## config.mk

```make
export PLATFORM = sky130hd
export DESIGN_NAME = biphase_ir_pulse_decoder
export DESIGN_NICKNAME = d
export VERILOG_FILES = /design/src/design/bipd_pkg.sv /design/src/design/bipd_front.sv /design/src/design/bipd_queue.sv /design/src/design/bipd_back.sv /design/src/design/biphase_ir_pulse_decoder.sv
export SDC_FILE = /design/constraint.sdc
export NUM_CORES = 1
export LEC_CHECK = 0
export ABC_AREA = 1
export BUFFER_PORTS_ARGS = -buffer_cell sky130_fd_sc_hd__buf_2
export CAP_MARGIN = 20
export CORE_MARGIN = 1
export CORE_UTILIZATION = 30
export DETAILED_ROUTE_END_ITERATION = 10
export HOLD_SLACK_MARGIN = 0.06
export SETUP_SLACK_MARGIN = 0.02
export SYNTH_ARGS = -nofsm -noshare
export SYNTH_HDL_FRONTEND = slang
export SYNTH_SLANG_ARGS = --single-unit
export TNS_END_PERCENT = 20
```

## constraint.sdc

```tcl
create_clock -name clk -period 2.8 [get_ports clk]
set_input_delay 0.14 -clock clk [delete_from_list [all_inputs] [get_ports clk]]
set_output_delay 0.14 -clock clk [all_outputs]
set_load 0.1 [all_outputs]
```

## src/design/bipd_pkg.sv

```systemverilog
`timescale 1ns / 1ps

package bipd_pkg;

  // quantization of the pulse durations
  localparam int unsigned LowDiv      = 430;
  localparam int unsigned HighDiv     = 550;
  localparam int unsigned RoundAdd    = 100;
  localparam int unsigned HeaderUnits = 5;

  // raw duration thresholds equivalent to the quantized unit compares
  localparam logic [15:0] LOW_LONG_MIN  = 16'((HeaderUnits + 1) * LowDiv - RoundAdd);
  localparam logic [15:0] LOW_HDR_MIN   = 16'(HeaderUnits * LowDiv - RoundAdd);
  localparam logic [15:0] LOW_TWO_MIN   = 16'(2 * LowDiv - RoundAdd);
  localparam logic [15:0] LOW_THREE_MIN = 16'(3 * LowDiv - RoundAdd);
  localparam logic [15:0] HIGH_ONE_MIN   = 16'(HighDiv - RoundAdd);
  localparam logic [15:0] HIGH_TWO_MIN   = 16'(2 * HighDiv - RoundAdd);
  localparam logic [15:0] HIGH_THREE_MIN = 16'(3 * HighDiv - RoundAdd);

  // frame layout
  localparam int unsigned CNT_W     = 6;
  localparam int unsigned WORD_W    = 32;
  localparam int unsigned CODE_BITS = 16;
  localparam logic [CNT_W-1:0] PHASE_TOP    = CNT_W'(33);
  localparam logic [CNT_W-1:0] FRAME_PHASES = CNT_W'(32);

  // result status codes
  typedef enum logic [1:0] {
    ST_WAIT   = 2'd0,
    ST_REJECT = 2'd1,
    ST_DONE   = 2'd2
  } status_t;

  // classification of one pulse pair
  typedef struct packed {
    logic long_low;   // low above header length
    logic hdr_low;    // low of exactly header length
    logic low_two;    // low of two units
    logic high_zero;  // high of zero units
    logic high_two;   // high of two units
  } pulse_class_t;

endpackage

```

## src/design/bipd_front.sv

```systemverilog
`timescale 1ns / 1ps

module bipd_front (
  input  logic [15:0]           low_duration,
  input  logic [15:0]           high_duration,
  output bipd_pkg::pulse_class_t pulse_class
);
  import bipd_pkg::*;

  // unit compares folded into raw range checks
  always_comb begin
    pulse_class.long_low  = (low_duration >= LOW_LONG_MIN);
    pulse_class.hdr_low   = (low_duration >= LOW_HDR_MIN) && (low_duration < LOW_LONG_MIN);
    pulse_class.low_two   = (low_duration >= LOW_TWO_MIN) && (low_duration < LOW_THREE_MIN);
    pulse_class.high_zero = (high_duration < HIGH_ONE_MIN);
    pulse_class.high_two  = (high_duration >= HIGH_TWO_MIN) && (high_duration < HIGH_THREE_MIN);
  end

endmodule

```

## src/design/bipd_queue.sv

```systemverilog
`timescale 1ns / 1ps

module bipd_queue (
  input  logic                   clk,
  input  logic                   rst,
  input  logic                   push,
  input  bipd_pkg::pulse_class_t push_data,
  output logic                   full,
  input  logic                   pop,
  output logic                   head_valid,
  output bipd_pkg::pulse_class_t head_data
);
  import bipd_pkg::*;

  logic         valid0, valid1;
  pulse_class_t ent0, ent1;

  assign full       = valid1;
  assign head_valid = valid0;
  assign head_data  = ent0;

  // two-entry queue, head always in entry 0
  always_ff @(posedge clk) begin
    if (rst) begin
      valid0 <= 1'b0;
      valid1 <= 1'b0;
    end else begin
      priority if (pop && push) begin
        ent0 <= push_data;
      end else if (pop) begin
        ent0   <= ent1;
        valid0 <= valid1;
        valid1 <= 1'b0;
      end else if (push) begin
        if (!valid0) begin
          ent0   <= push_data;
          valid0 <= 1'b1;
        end else begin
          ent1   <= push_data;
          valid1 <= 1'b1;
        end
      end
    end
  end

endmodule

```

## src/design/bipd_back.sv

```systemverilog
`timescale 1ns / 1ps

module bipd_back (
  input  logic                   clk,
  input  logic                   rst,
  input  logic                   head_valid,
  input  bipd_pkg::pulse_class_t head_data,
  output logic                   pop,
  output logic                   out_valid,
  input  logic                   out_ready,
  output logic [1:0]             out_status,
  output logic [15:0]            out_code
);
  import bipd_pkg::*;

  logic                   skip_flag, skip_flag_next;
  logic [CNT_W-1:0]       phase_count, phase_count_next;
  logic [WORD_W-1:0]      phase_word, phase_word_next;
  status_t                res_status;
  logic [CODE_BITS-1:0]   res_code;

  logic [CNT_W-1:0]       c1, c2, c_end;
  logic [WORD_W-1:0]      mask1, mask2, word_new;
  logic [CODE_BITS-1:0]   code_dec;

  // take a classified pulse when the result register is free
  assign pop = head_valid && (!out_valid || out_ready);

  // phase positions for one or two half-bit phases
  always_comb begin
    c1    = phase_count + CNT_W'(1) + CNT_W'(head_data.low_two);
    c2    = c1 + CNT_W'(1);
    c_end = c2 + CNT_W'(head_data.high_two);
    mask1 = (c1 <= PHASE_TOP) ? (WORD_W'(1) << (PHASE_TOP - c1)) : '0;
    mask2 = (head_data.high_two && (c2 <= PHASE_TOP)) ?
            (WORD_W'(1) << (PHASE_TOP - c2)) : '0;
    word_new = phase_word | mask1 | mask2;
  end

  // pair decode, lowest pair lands in the top code bit
  always_comb begin
    for (int i = 0; i < CODE_BITS; i++) begin
      code_dec[CODE_BITS-1-i] = word_new[2*i+1] & ~word_new[2*i];
    end
  end

  // frame state update
  always_comb begin
    skip_flag_next   = skip_flag;
    phase_count_next = phase_count;
    phase_word_next  = phase_word;
    res_status       = ST_WAIT;
    res_code         = '0;
    priority if (head_data.long_low) begin
      skip_flag_next   = 1'b0;
      phase_count_next = '0;
    end else if (skip_flag) begin
      res_status = ST_REJECT;
    end else if (phase_count > FRAME_PHASES) begin
      res_status = ST_REJECT;
    end else if (phase_count == '0) begin
      if (!head_data.hdr_low) begin
        skip_flag_next = 1'b1;
        res_status     = ST_REJECT;
      end else begin
        phase_count_next = CNT_W'(1);
        phase_word_next  = '0;
      end
    end else if (head_data.high_zero) begin
      skip_flag_next = 1'b1;
      res_status     = ST_REJECT;
    end else begin
      phase_count_next = c_end;
      if (c_end > FRAME_PHASES) begin
        phase_word_next = '0;
        res_status      = ST_DONE;
        res_code        = code_dec;
      end else begin
        phase_word_next = word_new;
      end
    end
  end

  // state registers
  always_ff @(posedge clk) begin
    if (rst) begin
      skip_flag   <= 1'b0;
      phase_count <= '0;
      phase_word  <= '0;
    end else if (pop) begin
      skip_flag   <= skip_flag_next;
      phase_count <= phase_count_next;
      phase_word  <= phase_word_next;
    end
  end

  // result register
  always_ff @(posedge clk) begin
    if (rst) begin
      out_valid <= 1'b0;
    end else if (pop) begin
      out_valid <= 1'b1;
    end else if (out_ready) begin
      out_valid <= 1'b0;
    end
  end

  always_ff @(posedge clk) begin
    if (pop) begin
      out_status <= res_status;
      out_code   <= res_code;
    end
  end

  // a finished frame never coexists with the skip flag
  assert property (@(posedge clk) disable iff (rst)
    !(skip_flag && (phase_count > FRAME_PHASES)))
    else $error("skip flag set on a completed frame");

  // a long low always restarts the frame
  assert property (@(posedge clk) disable iff (rst)
    pop && head_data.long_low |=> (phase_count == '0) && !skip_flag)
    else $error("long low did not restart the frame");

  // completion leaves an emptied word and a count past the frame
  assert property (@(posedge clk) disable iff (rst)
    pop && (res_status == ST_DONE) |=> (phase_word == '0) && (phase_count > FRAME_PHASES))
    else $error("completion state wrong");

  // code is zero unless the frame completed
  assert property (@(posedge clk) disable iff (rst)
    out_valid && (out_status != ST_DONE) |-> (out_code == '0))
    else $error("code set without completion");

endmodule

```

## src/design/biphase_ir_pulse_decoder.sv

```systemverilog
`timescale 1ns / 1ps
// channel   direction  fields
// s_axis    in         s_tdata: low_duration[15:0], high_duration[31:16]
// m_axis    out        m_tdata: status[1:0], code[17:2], zero[23:18]
//
// one pulse pair per cycle sustained while m_tready stays high; each pair
// lands in the queue at accept, then moves on to the result register
// rst clears frame state, the two-entry queue and the result valid
// s_tready drops only when the queue holds two pairs; m_tready stalls the
// result register, the queue absorbs pairs meanwhile

module biphase_ir_pulse_decoder (
  input  logic        clk,
  input  logic        rst,
  input  logic        s_tvalid,
  output logic        s_tready,
  input  logic [31:0] s_tdata,   // low_duration[15:0], high_duration[31:16]
  output logic        m_tvalid,
  input  logic        m_tready,
  output logic [23:0] m_tdata    // status[1:0], code[17:2], zero[23:18]
);
  import bipd_pkg::*;

  pulse_class_t cls, head_data;
  logic         full, head_valid, pop;
  logic [1:0]   status;
  logic [15:0]  code;

  bipd_front u_front (
    .low_duration  (s_tdata[15:0]),
    .high_duration (s_tdata[31:16]),
    .pulse_class   (cls)
  );

  assign s_tready = !full;

  bipd_queue u_queue (
    .clk        (clk),
    .rst        (rst),
    .push       (s_tvalid && s_tready),
    .push_data  (cls),
    .full       (full),
    .pop        (pop),
    .head_valid (head_valid),
    .head_data  (head_data)
  );

  bipd_back u_back (
    .clk        (clk),
    .rst        (rst),
    .head_valid (head_valid),
    .head_data  (head_data),
    .pop        (pop),
    .out_valid  (m_tvalid),
    .out_ready  (m_tready),
    .out_status (status),
    .out_code   (code)
  );

  // pack result transaction
  assign m_tdata = {6'd0, code, status};

endmodule
```

-- Yosys cells after proc, flatten, opt, wreduce, memory -nomap -nowiden
Index checks and enable logic that the tools add are counted.
- register bits after elaboration: 70
- input port bits: 36
- word-level logic and storage cells: 145
- output and inout port bits: 26
- order comparisons: 12
- multiplexer cells: 35
- reduce and logical (&&, ||, !) cells: 23
- equal/unequal tests: 7
- add/subtract/negate cells: 6
- bitwise operators: 41
- shifts and indexed selects: 2
- operator list (cell ; count):
    32-bit two-way mux ; 6
    32-bit bitwise OR ; 2
    1-bit by 6-bit left shift with 32-bit output, first input constant ; 2
    6-bit two-way mux ; 6
    16-bit by 10-bit >= comparator with 1-bit output, second input constant ; 2
    16-bit by 12-bit >= comparator with 1-bit output, second input constant ; 2
    16-bit by 11-bit less-than comparator with 1-bit output, second input constant ; 2
    1-bit inverter ; 23
    5-bit two-way mux ; 4
    1-bit AND ; 16
    16-bit by 12-bit less-than comparator with 1-bit output, second input constant ; 1
    16-bit by 9-bit less-than comparator with 1-bit output, second input constant ; 1
    1-bit two-way mux ; 16
    6-bit by 1-bit adder with 6-bit output ; 2
    6-bit by 1-bit adder with 6-bit output, second input constant ; 2
    6-bit greater-than comparator, second input constant ; 2
    6-bit <= comparator, second input constant ; 2
    6-bit subtractor, first input constant ; 2
    5-bit AND reduction ; 2
    1-bit logical AND ; 7
    6-bit zero test ; 1
    2-bit two-way mux ; 3
    2-bit inequality test, second input constant ; 3
    3-bit AND reduction ; 2
    12 further kinds ; 15

-- Depth between registers and ports, before layout
- depth in word-level cells: 10
- mapped depth: 23
- depth with buffers taken out: 22

-- Modules after synthesis
A second synthesis with hierarchy kept.
- cells, all modules: 792
- area total of the unflattened synthesis: 4974.8 sq um
- by module, submodules not included (module ; times used ; sequential area each (sq um) ; cells an instance ; area an instance (sq um)):
    bipd_back ; 1 ; 1341.3 ; 646 ; 4016.4
    bipd_queue ; 1 ; 340.3 ; 53 ; 544.3
    bipd_front ; 1 ; 0.0 ; 83 ; 351.6
    biphase_ir_pulse_decoder ; 1 ; 0.0 ; 10 ; 62.6

-- Worst setup path before layout
Ideal clock, no wire load.
- kind: register to register
- start point: register u_back.out_valid
- end point: register u_back.phase_word[28]
- setup time: 0.070 ns
- clock period less this slack: 3.075 ns
- slack: -0.275 ns
- path buffers: 1
- arrival: 3.004 ns
- stages on the path, launching flop included: 13
- data required time: 2.730 ns
- cell sequence: dfxtp_1 inv_1 nor2_1 nor2_1 inv_1 a21oi_1 nand2_1 nor2_1 nand2_1 a21oi_4 buf_4 nand2_1 a21oi_1
- word-level cells in the longest chain between the ends: 4
- ends and longest elaborated chain (item ; line ; text):
    start, declared ; bipd_back.sv:9 ; output logic out_valid,
    start signal, assigned ; bipd_back.sv:100 ; out_valid <= 1'b0;
    start signal, assigned ; bipd_back.sv:102 ; out_valid <= 1'b1;
    start signal, assigned ; bipd_back.sv:104 ; out_valid <= 1'b0;
    1-bit zero test ; bipd_back.sv:27 ; assign pop = head_valid && (!out_valid || out_ready);
    1-bit logical OR ; bipd_back.sv:27 ;
    1-bit logical AND ; bipd_back.sv:27 ;
    via pop ; biphase_ir_pulse_decoder.sv:25 ; logic full, head_valid, pop;
    6-bit AND reduction (no line) ; -- ;
    end signal, assigned ; bipd_back.sv:93 ; phase_word <= phase_word_next;
    end, declared ; bipd_back.sv:18 ; logic [WORD_W-1:0] phase_word, phase_word_next;
The timed path passes the listed nets, and every way through them passes these cells.
A chain may end at the register's enable or synchronous reset.

-- Worst setup path in the final report
- start point: register u_queue.ent0, in the netlist u_queue.head_data[2]
- end point: register u_back.phase_word[16]
- word-level cells in the longest chain between the ends: 9
- elaborated cells between the ends (all ways): 18
- those cells by class: add/sub: 5; order compare: 3; shift: 2; mux: 5; bitwise: 2; reduce/logical: 1
- ends and longest elaborated chain (item ; line ; text):
    start, declared ; bipd_queue.sv:16 ; pulse_class_t ent0, ent1;
    start signal, assigned ; bipd_queue.sv:29 ; ent0 <= push_data;
    start signal, assigned ; bipd_queue.sv:31 ; ent0 <= ent1;
    start signal, assigned ; bipd_queue.sv:36 ; ent0 <= push_data;
    6-bit by 1-bit adder with 6-bit output * ; bipd_back.sv:31 ; c1 = phase_count + CNT_W'(1) + CNT_W'(head_data.low_two);
    parallel branches: the longest is 5 deep, another holds 6-bit by 1-bit adder with 6-bit output ; -- ;
    32-bit two-way mux * ; bipd_back.sv:74 ; if (c_end > FRAME_PHASES) begin
    32-bit two-way mux * ; bipd_back.sv:69 ; end else if (head_data.high_zero) begin
    32-bit two-way mux * ; bipd_back.sv:61 ; end else if (phase_count == '0) begin
Every way passes the cells marked *. The select of a mux whose other input is x is not followed.

==> metrics.md <==
| Metric | Value |
|---|---|
| Outcome | `finished with violations` |
| Failing checks | `negative setup slack` |
| Final min period | `2.86 ns` |
| Mean Syn Cell Area | `~6.6 sq um` |
| Number of I/O port buffers | `53` |
| Max frequency | `about 0.35 GHz` |
| Share of layout cells above drive strength 1 | `0.291` |
| Final hold vios | `0` |
| Maximum fanout along the worst path | `16` |
| Gr ovfl total | `0` |
| Worst Skew | `just over 0.006 ns` |
| Power Total | `5910 uW` |
| Diodes inserted | `0` |
| Drt total wl | `14.8 mm` |
| CTS Sinks | `70` |
| Commonest non-fill, non-tap cell in the layout | `nand2_1` |
| Most frequent cells in the layout | `nand2_1, nor2_1, inv_1, buf_2, a21oi_1` |
| CTS Buf Count | `9` |
| Initial Util | `0.306` |
| Rel. slew slack | `0.378` |
| Met2 Use GR | `0.269` |
| Worst Path Arrival | `approximately 3.1 ns` |
| Placed Cells incl. Taps | `between 1000 and 1500` |
| Die Span Y | `between 100 and 150 um` |
| # rows | `46` |
| Grt met3 use | `0.0471` |
| TNS Setup | `-0.904 ns` |
| Period Utilization, post-route | `1.02` |
| Crit path kind | `flip-flop to flip-flop` |
| First-pass detailed-route iteration total | `5` |
| CP Data Required Time | `between 3 and 4 ns` |
| Routed length per instance | `13.9 um` |
| Unique masters post-synth | `43` |
| Cell area after synthesis | `roughly 4900 sq um` |
| First-pass GRT wire length | `22.3 mm` |
| Endpoint class of the critical path | `flip-flop` |
| Peak supply drop | `just over 700 uV` |
| Startpoint Class | `flip-flop` |
| Hold WS | `between 0.1 and 0.15 ns` |
| Initial antenna violation count | `0` |
| Clock-pin slew on the worst setup and hold paths | `0.05 ns` |
| Hold Path Class | `input pin to flip-flop` |
| Core area | `around 16000 sq um` |
| Worst-Skew Late Latency | `0.35 ns` |
| Worst-Margin Slew | `0.933 ns` |
| Die width | `129 um` |
| Synth warn | `0` |
| GR peak layer | `met2` |
| Layout area overhead | `37.4%` |
| Die area | `16700 sq um` |
| Met1 Usage GRT | `0.228` |
| Largest net degree at the start of global routing | `between 40 and 50` |
| Max-slew violation count | `0` |
| Post-synthesis instance total | `approximately 740` |
| Vias in the first global route | `4486` |
| Post-DP Area | `around 5700 sq um` |
| Final HPWL from detailed placement | `9.35 mm` |
| Final-stage net count | `896` |
| Vias | `slightly below 5000` |
| Flops & latches, synth | `70` |
| Maxcap violations | `0` |
| Gpl congestion | `0.870` |
| Post-synthesis sequential area ratio | `0.347` |
| GRT Overall Usage | `0.173` |
| P_leak | `between 0.002 and 0.003 uW` |
| Root Buffer | `clkbuf_16` |
| H-tree depth | `3` |
| Iter 0 DRT Violations | `378` |
| Finish-stage setup viols | `35` |
| Hold_buf cts | `0` |
| Worst setup margin | `-0.0561 ns` |
| CTS max path bufs | `2` |
| Drt drc | `0` |
| RSZ-0062 raised after global routing | `true` |
| Pwr Density | `just under 900 nW/um^2` |
| Non-filler instance count after layout | `between 1000 and 1500` |
| CTS tree | `built` |
| Remaining antenna violation count | `0` |
| Drt via density | `4.65` |
| Ports | `62` |
| Design area | `about 6700 sq um` |
## per-stage QoR
step	utilization	worst slack, ns
finish	0.421	-0.0561
global route	0.421	-0.201
CTS	0.394	-0.0259
detailed placement	0.358	-0.147
global placement	0.358	-0.119
floorplan	-	0.0744
## metal layers
metal / vias to the layer above / wire (um)
met5: - / 0
met1: 2193 / 6900
li1: 2554 / -
met3: 28 / 1060
met4: 0 / 323
met2: 181 / 6500
## final timing paths
path / start / end / slack, ns / cells past startpoint
worst min register to register: u_back.phase_word[19] / u_back.phase_word[19] / 0.46 / 2
worst min-delay path: m_tready / u_back.out_valid / 0.12 / 4
worst max register to register: u_queue.head_data[2] / u_back.phase_word[16] / -0.06 / 19
worst max-delay path: u_queue.head_data[2] / u_back.phase_word[16] / -0.06 / 19
## worst max-delay path, cell delays in order, from the launching register on
cell       delay [ns]
edfxtp_1         0.37
inv_2            0.09
ha_4             0.12
inv_2            0.04
ha_4             0.28
buf_6            0.11
ha_4             0.13
nand2_4          0.05
inv_2            0.06
nand3_4          0.17
o21ai_2          0.22
nand2_4          0.08
buf_4            0.16
xnor2_4          0.12
buf_4            0.14
a21oi_4          0.14
buf_12           0.14
clkbuf_16        0.17
nand2_1          0.06
a21oi_1          0.11
## state kept, by name (all words and copies together) (netlist names)
| register | cells |
|---|---|
| u_queue.full | 1 |
| u_queue.head_data | 5 |
| u_back.phase_word | 32 |
| u_back.out_valid | 1 |
| u_queue.ent1 | 5 |
| u_back.skip_flag | 1 |
| u_back.out_code | 16 |
| u_back.out_status | 2 |
| u_back.phase_count | 6 |
| u_queue.head_valid | 1 |
## synth_stat cells (all sizes together)
cell	count	area, sq um
a22oi	1	7.51
o211ai	1	7.51
nor2	129	509
o41ai	1	8.76
nor3	4	20.0
or2	3	18.8
edfxtp	28	841
o22ai	1	6.26
a21oi	65	340
o21ai	7	35.0
a31oi	2	12.5
ha	16	200
mux2	4	45.0
buf	23	155
nor4	3	18.8
dfxtp	42	841
and3	1	6.26
xnor2	1	27.5
xor2	6	93.9
a41oi	1	8.76
nand2	261	1010
nand4	6	43.8
nand3b	2	15.0
inv	69	259
nand3	48	250
clkbuf	8	30.0
or3b	1	8.76
conb	1	3.75
a211oi	2	15.0
o21a	1	7.51
## kinds of logic (layout without fill, tap and decap cells)
logic type	after synthesis	in the layout	share of synthesized area
buffers and inverters	100	206	0.0916
other	1	6	0.000773
xor gates and xnor gates	7	7	0.0250
and+or+nand+nor	458	458	0.393
DFF	70	70	0.347
muxes	4	4	0.00928
adders and majority gates	16	16	0.0413
AOI/OAI and AO/OA	82	82	0.0926
## what timing repair did
action | in CTS | in global routing
setup buffers | 7 | 6
endpoints found under the setup margin | 48 | 48
gates cloned | 2 | 5
gates resized for setup | 41 | 68
pin swaps | 8 | 32
## layout make-up
type / instances / area (sq um)
multi-input cells: 573 / 3120
well taps: 216 / 270
fillers: 1619 / 9160
repair buffers: 121 / 1030
clock inverters: 1 / 30.0
flip-flops and latches: 70 / 1680
clock buffers: 15 / 278
inverters: 69 / 259
## report_power, final
| group | internal, uW | switching [uW] |
|---|---|---|
| Clock | 763 | 429 |
| Combinational | 1120 | 2320 |
| Sequential | 1220 | 47.1 |
No activity file was read; power rests on OpenSTA's default activity.
